`config.mk`:
```
export PLATFORM = sky130hd
export DESIGN_NAME = bwf_divider
export DESIGN_NICKNAME = d
export VERILOG_FILES = /design/src/sv/bwf_pkg.sv /design/src/sv/bwf_div_cell.sv /design/src/sv/bwf_divider.sv
export SDC_FILE = /design/constraint.sdc
export NUM_CORES = 2
export LEC_CHECK = 0
export BUFFER_PORTS_ARGS = -buffer_cell sky130_fd_sc_hd__buf_2
export CELL_PAD_IN_SITES_DETAIL_PLACEMENT = 2
export CELL_PAD_IN_SITES_GLOBAL_PLACEMENT = 2
export CORE_ASPECT_RATIO = 0.6
export CORE_MARGIN = 1.5
export CORE_UTILIZATION = 29
export CTS_CLUSTER_DIAMETER = 50
export DETAILED_ROUTE_END_ITERATION = 6
export PLACE_DENSITY_LB_ADDON = 0.1
export SLEW_MARGIN = 5
export SYNTH_ARGS = -nofsm -noshare
export SYNTH_HDL_FRONTEND = slang
export SYNTH_SLANG_ARGS = --single-unit
export TNS_END_PERCENT = 10
```
`constraint.sdc`:
```
create_clock -name i_clk -period 7.9 [get_ports i_clk]
set_input_delay 2.37 -clock i_clk [delete_from_list [all_inputs] [get_ports i_clk]]
set_output_delay 2.37 -clock i_clk [all_outputs]
set_load 0.02 [all_outputs]
```
`src/sv/bwf_pkg.sv`:
```
// Shared constants, types and kernel tables of the bilateral window filter.
package bwf_pkg;

    localparam int MAX_WIDTH     = 4096;
    localparam int MAX_RADIUS    = 5;
    localparam int MAX_HEIGHT    = 4096;
    localparam int WIN_SIDE      = 2 * MAX_RADIUS + 1;
    localparam int LINE_DEPTH    = WIN_SIDE * MAX_WIDTH;
    localparam int ADDR_W        = $clog2(LINE_DEPTH);
    localparam int PIX_W         = 16;
    localparam int TABLE_ENTRIES = 256;
    localparam int TIDX_W        = 8;
    localparam int KWT_W         = 6;
    localparam int WT_W          = KWT_W + PIX_W;
    localparam int PROD_W        = WT_W + PIX_W;
    localparam int NUM_W         = 46;
    localparam int DEN_W         = 29;
    localparam int Q_W           = 16;
    localparam int NUM_KERNELS   = 22;

    localparam logic [1:0] MODE_LOAD  = 2'd0;
    localparam logic [1:0] MODE_PIXEL = 2'd1;
    localparam logic [1:0] MODE_FLUSH = 2'd2;

    localparam logic [1:0] REG_WIDTH  = 2'd0;
    localparam logic [1:0] REG_HEIGHT = 2'd1;
    localparam logic [1:0] REG_KERNEL = 2'd2;
    localparam logic [1:0] REG_SHIFT  = 2'd3;

    typedef struct packed {
        logic             valid;
        logic [DEN_W-1:0] rem;
        logic [Q_W-1:0]   dvd;
        logic [DEN_W-1:0] den;
        logic [Q_W-1:0]   quot;
    } t_div_lane;

    localparam logic [2:0] KERN_RAD [NUM_KERNELS] = '{
        3'd0, 3'd1, 3'd1, 3'd2, 3'd2, 3'd2, 3'd2, 3'd3, 3'd3, 3'd3, 3'd3,
        3'd4, 3'd4, 3'd4, 3'd4, 3'd4, 3'd5, 3'd5, 3'd5, 3'd5, 3'd5, 3'd5
    };

    // quadrant [rad-|dy|][rad-|dx|] of each kernel, zero padded
    localparam logic [KWT_W-1:0] KERN_QUAD [NUM_KERNELS][6][6] = '{
        '{'{0,0,0,0,0,0},'{0,0,0,0,0,0},'{0,0,0,0,0,0},
          '{0,0,0,0,0,0},'{0,0,0,0,0,0},'{0,0,0,0,0,0}},
        '{'{1,7,0,0,0,0},'{7,55,0,0,0,0},'{0,0,0,0,0,0},
          '{0,0,0,0,0,0},'{0,0,0,0,0,0},'{0,0,0,0,0,0}},
        '{'{1,4,0,0,0,0},'{4,16,0,0,0,0},'{0,0,0,0,0,0},
          '{0,0,0,0,0,0},'{0,0,0,0,0,0},'{0,0,0,0,0,0}},
        '{'{0,0,1,0,0,0},'{0,8,21,0,0,0},'{1,21,59,0,0,0},
          '{0,0,0,0,0,0},'{0,0,0,0,0,0},'{0,0,0,0,0,0}},
        '{'{0,0,1,0,0,0},'{0,5,10,0,0,0},'{1,10,23,0,0,0},
          '{0,0,0,0,0,0},'{0,0,0,0,0,0},'{0,0,0,0,0,0}},
        '{'{0,1,2,0,0,0},'{1,6,12,0,0,0},'{2,12,22,0,0,0},
          '{0,0,0,0,0,0},'{0,0,0,0,0,0},'{0,0,0,0,0,0}},
        '{'{0,1,2,0,0,0},'{1,4,7,0,0,0},'{2,7,12,0,0,0},
          '{0,0,0,0,0,0},'{0,0,0,0,0,0},'{0,0,0,0,0,0}},
        '{'{0,0,1,1,0,0},'{0,2,5,8,0,0},'{1,5,18,27,0,0},
          '{1,8,27,41,0,0},'{0,0,0,0,0,0},'{0,0,0,0,0,0}},
        '{'{0,0,1,1,0,0},'{0,1,4,6,0,0},'{1,4,11,16,0,0},
          '{1,6,16,23,0,0},'{0,0,0,0,0,0},'{0,0,0,0,0,0}},
        '{'{0,0,1,1,0,0},'{0,2,4,6,0,0},'{1,4,11,14,0,0},
          '{1,6,14,19,0,0},'{0,0,0,0,0,0},'{0,0,0,0,0,0}},
        '{'{0,1,2,3,0,0},'{1,4,8,10,0,0},'{2,8,17,21,0,0},
          '{3,10,21,28,0,0},'{0,0,0,0,0,0},'{0,0,0,0,0,0}},
        '{'{0,0,0,1,1,0},'{0,1,2,4,5,0},'{0,2,6,12,14,0},
          '{1,4,12,22,28,0},'{1,5,14,28,35,0},'{0,0,0,0,0,0}},
        '{'{0,0,0,1,1,0},'{0,1,2,3,4,0},'{0,2,5,9,10,0},
          '{1,3,9,15,19,0},'{1,4,10,19,23,0},'{0,0,0,0,0,0}},
        '{'{0,0,1,1,1,0},'{0,1,2,3,4,0},'{1,2,5,8,9,0},
          '{1,3,8,13,16,0},'{1,4,9,16,19,0},'{0,0,0,0,0,0}},
        '{'{0,0,1,2,2,0},'{0,1,3,5,5,0},'{1,3,6,10,12,0},
          '{2,5,10,16,19,0},'{2,5,12,19,22,0},'{0,0,0,0,0,0}},
        '{'{0,0,1,2,2,0},'{0,1,3,4,5,0},'{1,3,5,8,9,0},
          '{2,4,8,12,14,0},'{2,5,9,14,16,0},'{0,0,0,0,0,0}},
        '{'{0,0,0,1,1,1},'{0,0,1,2,3,3},'{0,1,2,4,7,7},
          '{1,2,4,8,12,14},'{1,3,7,12,18,20},'{1,3,7,14,20,23}},
        '{'{0,0,0,1,1,1},'{0,0,1,2,3,3},'{0,1,2,4,6,7},
          '{1,2,4,8,11,12},'{1,3,6,11,15,17},'{1,3,7,12,17,19}},
        '{'{0,0,0,1,1,2},'{0,1,2,3,3,4},'{1,2,3,5,7,8},
          '{1,3,5,9,12,13},'{1,3,7,12,16,18},'{2,4,8,13,18,20}},
        '{'{0,0,1,1,1,1},'{0,1,1,2,3,3},'{1,1,3,5,6,7},
          '{1,2,5,7,10,11},'{1,3,6,10,13,14},'{1,3,7,11,14,16}},
        '{'{0,0,1,1,1,1},'{0,1,1,2,3,3},'{1,1,3,4,5,6},
          '{1,2,4,6,8,9},'{1,3,5,8,10,11},'{1,3,6,9,11,12}},
        '{'{0,0,1,1,1,1},'{0,1,1,2,3,3},'{1,1,2,4,5,5},
          '{1,2,4,5,7,7},'{1,3,5,7,9,9},'{1,3,5,7,9,10}}
    };

    function automatic logic [2:0] kern_radius(input logic [4:0] ks);
        logic [2:0] rad;
        rad = 3'd0;
        if (ks < 5'(NUM_KERNELS)) begin
            rad = KERN_RAD[ks];
        end
        return rad;
    endfunction

    function automatic logic [KWT_W-1:0] kern_weight(input logic [4:0] ks,
                                                     input logic [2:0] qy,
                                                     input logic [2:0] qx);
        logic [KWT_W-1:0] wt;
        wt = '0;
        if (ks < 5'(NUM_KERNELS) && qy < 3'd6 && qx < 3'd6) begin
            wt = KERN_QUAD[ks][qy][qx];
        end
        return wt;
    endfunction

endpackage

```
`src/sv/bwf_div_cell.sv`:
```
// One restoring-division cell: brings in one dividend bit, yields one quotient bit.
module bwf_div_cell
    import bwf_pkg::*;
(
    input  logic      i_clk,
    input  logic      i_rst_n,
    input  t_div_lane i_lane,
    output t_div_lane o_lane
);
    logic [DEN_W:0]   trial;
    logic             take;
    t_div_lane        r_lane;

    assign trial = {i_lane.rem, i_lane.dvd[Q_W-1]};
    assign take  = trial >= {1'b0, i_lane.den};

    always_ff @(posedge i_clk) begin
        if (!i_rst_n) begin
            r_lane.valid <= 1'b0;
        end else begin
            r_lane.valid <= i_lane.valid;
        end
        r_lane.rem  <= take ? DEN_W'(trial - {1'b0, i_lane.den}) : trial[DEN_W-1:0];
        r_lane.dvd  <= {i_lane.dvd[Q_W-2:0], 1'b0};
        r_lane.den  <= i_lane.den;
        r_lane.quot <= {i_lane.quot[Q_W-2:0], take};
    end

    assign o_lane = r_lane;
endmodule

```
`src/sv/bwf_divider.sv`:
```
// Chain of division cells computing the weighted-average quotient.
module bwf_divider
    import bwf_pkg::*;
(
    input  logic             i_clk,
    input  logic             i_rst_n,
    input  logic             i_valid,
    input  logic [NUM_W-1:0] i_dividend,
    input  logic [DEN_W-1:0] i_den,
    output logic             o_valid,
    output logic [Q_W-1:0]   o_quot
);
    t_div_lane lane [Q_W+1];

    // quotient fits Q_W bits, so the upper dividend bits start below the divisor
    assign lane[0].valid = i_valid;
    assign lane[0].rem   = i_dividend[DEN_W+Q_W-1:Q_W];
    assign lane[0].dvd   = i_dividend[Q_W-1:0];
    assign lane[0].den   = i_den;
    assign lane[0].quot  = '0;

    for (genvar g = 0; g < Q_W; g++) begin : g_cell
        bwf_div_cell u_cell (
            .i_clk  (i_clk),
            .i_rst_n(i_rst_n),
            .i_lane (lane[g]),
            .o_lane (lane[g+1])
        );
    end

    assign o_valid = lane[Q_W].valid;
    assign o_quot  = lane[Q_W].quot;
endmodule

```
# Word level (Yosys, flattened, before mapping)

Index checks and enable logic that the tools add are counted.

Add/subtract/negate cells: 15
$lt $le $gt $ge: 16
Muxes and demuxes: 15

Operators by type and width:

| cell           | count |
|---|---|
| $ge 30x29->1   | 16 |
| $mux 29        | 15 |
| $sub 29x29->29 | 15 |

Flip-flop bits (word level): 1142
Word-level logic and storage cells: 123

# Depth between registers and ports, before layout

Depth after elaboration: 2
Mapped depth: 17
Gate-level depth less buffers: 15

# Hierarchy

Synthesis repeated with hierarchy kept, for this count alone.

Cells, all modules: 6398
Area, all modules: 63500.9 sq um

Modules (own cells, without submodules):

| module                                | instances | cells each | area each (sq um) |
|---|---|---|---|
| bwf_div_cell at g_cell[10].u_cell ... | 13        | 403        | 3968.8 |
| bwf_div_cell at g_cell[0].u_cell ...  | 3         | 386        | 3967.6 |
| bwf_divider                           | 1         | 1          | 3.8 |

# Least setup slack after synthesis

OpenSTA, ideal clock, no wires.

Path type: input to register
Start point: input i_dividend[15]
End point: register g_cell[0].u_cell.r_lane (netlist bit g_cell[0].u_cell.o_lane[87])
Arrival time: 4898 ps
Data required time: 7768 ps
Setup slack: 2870 ps
Cell stages on the path: 17
Cells stage by stage: inv_1 > ha_1 > inv_1 > fa_1 > a21oi_1 > o21ai_1 > a211oi_1 > nand4b_1 > nand3_1 > a31oi_1 > o21ai_1 > a21boi_0 > o21ai_1 > buf_1 > clkbuf_1 > nor2_1 > a21oi_1

Word-level cells in the longest chain between the ends: 2
Elaborated cells on any way between the ends: 3

Ends and longest elaborated chain:

| what                                                  | RTL line                               | source |
|---|---|---|
| from (decl)                                           | bwf_divider.sv:8                       | `input logic [NUM_W-1:0] i_dividend,` |
| $sub 29x29->29 / $ge 30x29->1 (equally long branches) | bwf_div_cell.sv:23, bwf_div_cell.sv:15 |  |
| $mux 29 *                                             | bwf_div_cell.sv:23                     | `r_lane.rem <= take ? DEN_W'(trial - {1'b0, i_lane.den}) : trial[DEN_W-1:0];` |
| to (decl)                                             | bwf_div_cell.sv:12                     | `t_div_lane r_lane;` |

Mark *: on every way between the ends. The rest lies on a longest branch, timed or not.
A chain may end at the register's enable or synchronous reset.

# Worst setup path after layout

Start point: input i_dividend[15]
End point: register g_cell[0].u_cell.r_lane (netlist bit g_cell[0].u_cell.o_lane[65])

The elaborated chain is that of the path after synthesis.

==> results.py <==
metrics = {
    "outcome": {
        "outcome": "finished, final reports clean",
    },
    "clocking": {
        "cts_tree": "built",
        "cts.repair.resized": 0,
        "clock-sinks": 1142,
        "cts-buffers-inserted": 150,
        "htree_levels": 4,
        "post_cts_buffers": 0,
        "clockBufferDepth": 4,
        "holdBufCountCts": 0,
        "root_buffer": "clkbuf_16",
        "clk_latency_ns": 0.78,
        "clk_pin_slew_ns": 0.06,
    },
    "pwr": {
        "comb_power_share_pct": 47.6,
        "max-vdd-ir-drop_mv": 0.1735,
        "power_leakage_nw": 27.05,
        "p_int_mw": 17.76,
        "seq_power_share_pct": 28.4,
        "total_power_mw": 29.45,
        "power_density_nw_per_um2": 496.6,
        "switching_power_mw": 11.70,
        "swShare_pct": 39.72,
        "p_clk_share_pct": 24.1,
    },
    "sta": {
        "rsz0062_at_grt": "no",
        "finalSetupViolCount": 0,
        "hold_slack_ns": 0.3179,
        "setup-tns-final_ns": 0,
        "tightest_slew_ns": 1.180,
        "fmax_ghz": 0.1696,
        "hold_viol": 0,
        "fin_skew_ns": 0.02482,
        "relSlewSlack_pct": 20.65,
        "fin_ws_ns": 2.005,
        "post-route-period-util_pct": 74.62,
        "layout_min_cycle_time_ns": 5.895,
        "final_max_slew_viol_count": 0,
    },
    "synth": {
        "synthAdderAreaFrac_pct": 11.98,
        "synth_commonest_cells": "dfxtp_1, inv_1, ha_1",
        "synthMuxAreaShare_pct": 5.889,
        "synth_area_leaders": "dfxtp_1, ha_1, xnor2_1",
        "synth_flop_cell": "dfxtp_1",
        "netlist.area_leader.share_pct": 44.87,
        "async_flop_share_pct": 0,
        "synth-edff-count": 0,
        "yosysUniqueCellTypes": 90,
        "yosys.area.top_type": "dfxtp_1",
        "synthXorXnorAreaFrac_pct": 6.446,
        "synth_warnings": 0,
        "synth-compound-area-share_pct": 15.69,
        "yosysMostFrequentCell": "dfxtp_1",
        "syn-cell-area_um2": 50950,
        "yosys.area_share.simple_pct": 10.10,
        "yosysSeqAreaShare_pct": 44.87,
        "syn_inst": 5244,
        "avgSynthCellArea_um2": 9.716,
        "synth_seq_cells": 1142,
        "synth_top_family_by_area": "compound AO/OA/AOI/OAI gates",
        "synth_nets": 5801,
    },
    "setup_path": {
        "arrival_ns": 6.55,
        "cp_top_family": "compound AO/OA/AOI/OAI gates",
        "path_buf_inv": 4,
        "path_class": "in -> reg",
        "crit_slowest_cell": "a211oi_1",
        "rrSetupSlack_ns": 2.67,
        "reg2reg_depth": 14,
        "reg2reg_to": "g_cell[6].u_cell.o_lane[65]",
        "cp_cell_sequence": "buf_2 > inv_1 > ha_1 > inv_1 > fa_1 > a21oi_1 > o21ai_1 > a211oi_1 > nand4b_1 > nand3_1 > a31oi_1 > o21ai_1 > a21boi_0 > o21ai_4 > buf_4 > mux2_2",
        "cp_max_fo": 48,
        "worstSetupStartpointType": "input port",
        "required_ns": 8.55,
        "cpPeakStageDelay_ns": 0.78,
        "cp-end-kind": "flop",
        "r2r-start": "g_cell[5].u_cell.o_lane[60]",
    },
    "run": {
        "maxCapViolCount": 0,
    },
    "cells_and_area": {
        "syn_to_final_growth_pct": 16.42,
        "fin_util_pct": 34.19,
        "drive_above_1_share_pct": 9.431,
        "nFillCells": 18891,
        "largest_reg_flops": 1142,
        "regArea_um2": 22860,
        "multi_input_area_um2": 25660,
        "nets": 5968,
    },
    "floorplan": {
        "start_util_pct": 29.37,
        "die-area_um2": 178300,
        "die_h_um": 327.7,
        "num_rows": 118,
        "core_area_um2": 173500,
        "fp.dieW_um": 544.1,
        "ios": 95,
    },
    "drt": {
        "viasPerCell": 4.803,
        "first_iter_violations": 2461,
        "vias": 37754,
        "firstDrtPassIters": 5,
        "routed_wl_mm": 161.1,
        "drtAntennaViolNets": 0,
        "wl_per_cell_um": 20.50,
        "drcViolationCount": 0,
    },
    "grt": {
        "grt_usage_pct": 18.09,
        "grt_pass1_vias": 39216,
        "grt_max_degree": 58,
        "antenna_found_initial": 7,
        "grt_pass1_wl_mm": 247.0,
        "gr-total-overflow": 0,
    },
    "hold_path": {
        "hp-class": "reg -> reg",
        "min_path_cells": 0,
        "worstHoldEndpoint": "g_cell[12].u_cell.o_lane[4]",
        "hp-start": "g_cell[11].u_cell.o_lane[3]",
    },
    "placed_design": {
        "dp_hpwl_mm": 128.2,
        "gp_congestion": 0.9090,
        "io_buffer_count": 93,
        "place_ws_ns": 1.343,
    },
}
## logic make-up (layout without fill, tap and decap cells)
kind of cell,count (synthesis),after routing
adder cells (fa/ha/maj),479,479
buffers and inverters,662,932
XOR/XNOR,375,375
multiplexers,265,265
flip-flops,1142,1142
AO/OA/AOI/OAI,1256,1256
other,0,6
AND/OR/NAND/NOR,1065,1065
## how the worst max path moves through the flow
stage	cells past startpoint	end	slack [ns]	from
after floorplan	17	g_cell[0].u_cell.o_lane[87]	2.87	i_dividend[15]
after global placement	16	g_cell[0].u_cell.o_lane[62]	1.49	i_dividend[15]
after detailed placement	16	g_cell[0].u_cell.o_lane[65]	1.34	i_dividend[15]
after CTS	16	g_cell[0].u_cell.o_lane[70]	2.16	i_dividend[15]
after global routing	16	g_cell[0].u_cell.o_lane[73]	1.89	i_dividend[15]
final	16	g_cell[0].u_cell.o_lane[65]	2.01	i_dividend[15]
## through the flow
stage	cell area, µm²	instances
finish	59310	7860
detailed placement	54170	7599
global route	59300	7855
global placement	54170	7599
floorplan	50950	5244
CTS	59300	7854
## per-layer routing
| layer | track usage (%) | vias to the layer above | part of all wire, % | wire length, µm |
|---|---|---|---|---|
| met5 | 0 | - | 0 | 0 |
| met4 | 3.279 | 0 | 1.4 | 2232 |
| met3 | 4.480 | 166 | 6.7 | 10740 |
| met2 | 19.93 | 609 | 31 | 49440 |
| met1 | 32.00 | 18502 | 61 | 98720 |
| li1 | - | 18477 | - | - |
## power by group through the flow
stage	sequential (mW)	clock [mW]	combinational [mW]
finish	8.36	7.09	14.0
global route	8.54	7.65	15.5
CTS	8.40	7.39	13.9
detailed placement	8.48	0	13.7
global placement	8.49	0	13.4
floorplan	8.15	0	9.97
## layout by cell type (no fill, tap or decap), drive strengths merged, types with 60 or more instances in the layout
master	synthesis	routed
xnor2	257	257
a21o	208	208
ha	464	464
a21oi	429	429
o21ai	236	236
nor3	65	65
xor2	118	118
buf	34	110
nor2b	68	68
a31oi	60	60
clkbuf	61	198
nor2	327	327
nand3	92	92
inv	567	575
mux2	248	248
dfxtp	1142	1142
nand2	238	238
## cell type report
| cell class | instances | share of cell area [%] |
|---|---|---|
| Antenna cell | 6 | 0.02531 |
| Clock buffer | 198 | 7.250 |
| Timing Repair Buffer | 110 | 0.9999 |
| Sequential cell | 1142 | 38.54 |
| Multi-Input combinational cell | 3440 | 43.25 |
| Clock inverter | 57 | 1.403 |
| Tap cell | 2340 | 4.936 |
| Inverter | 567 | 3.588 |
(Power assumes the default switching activity.)
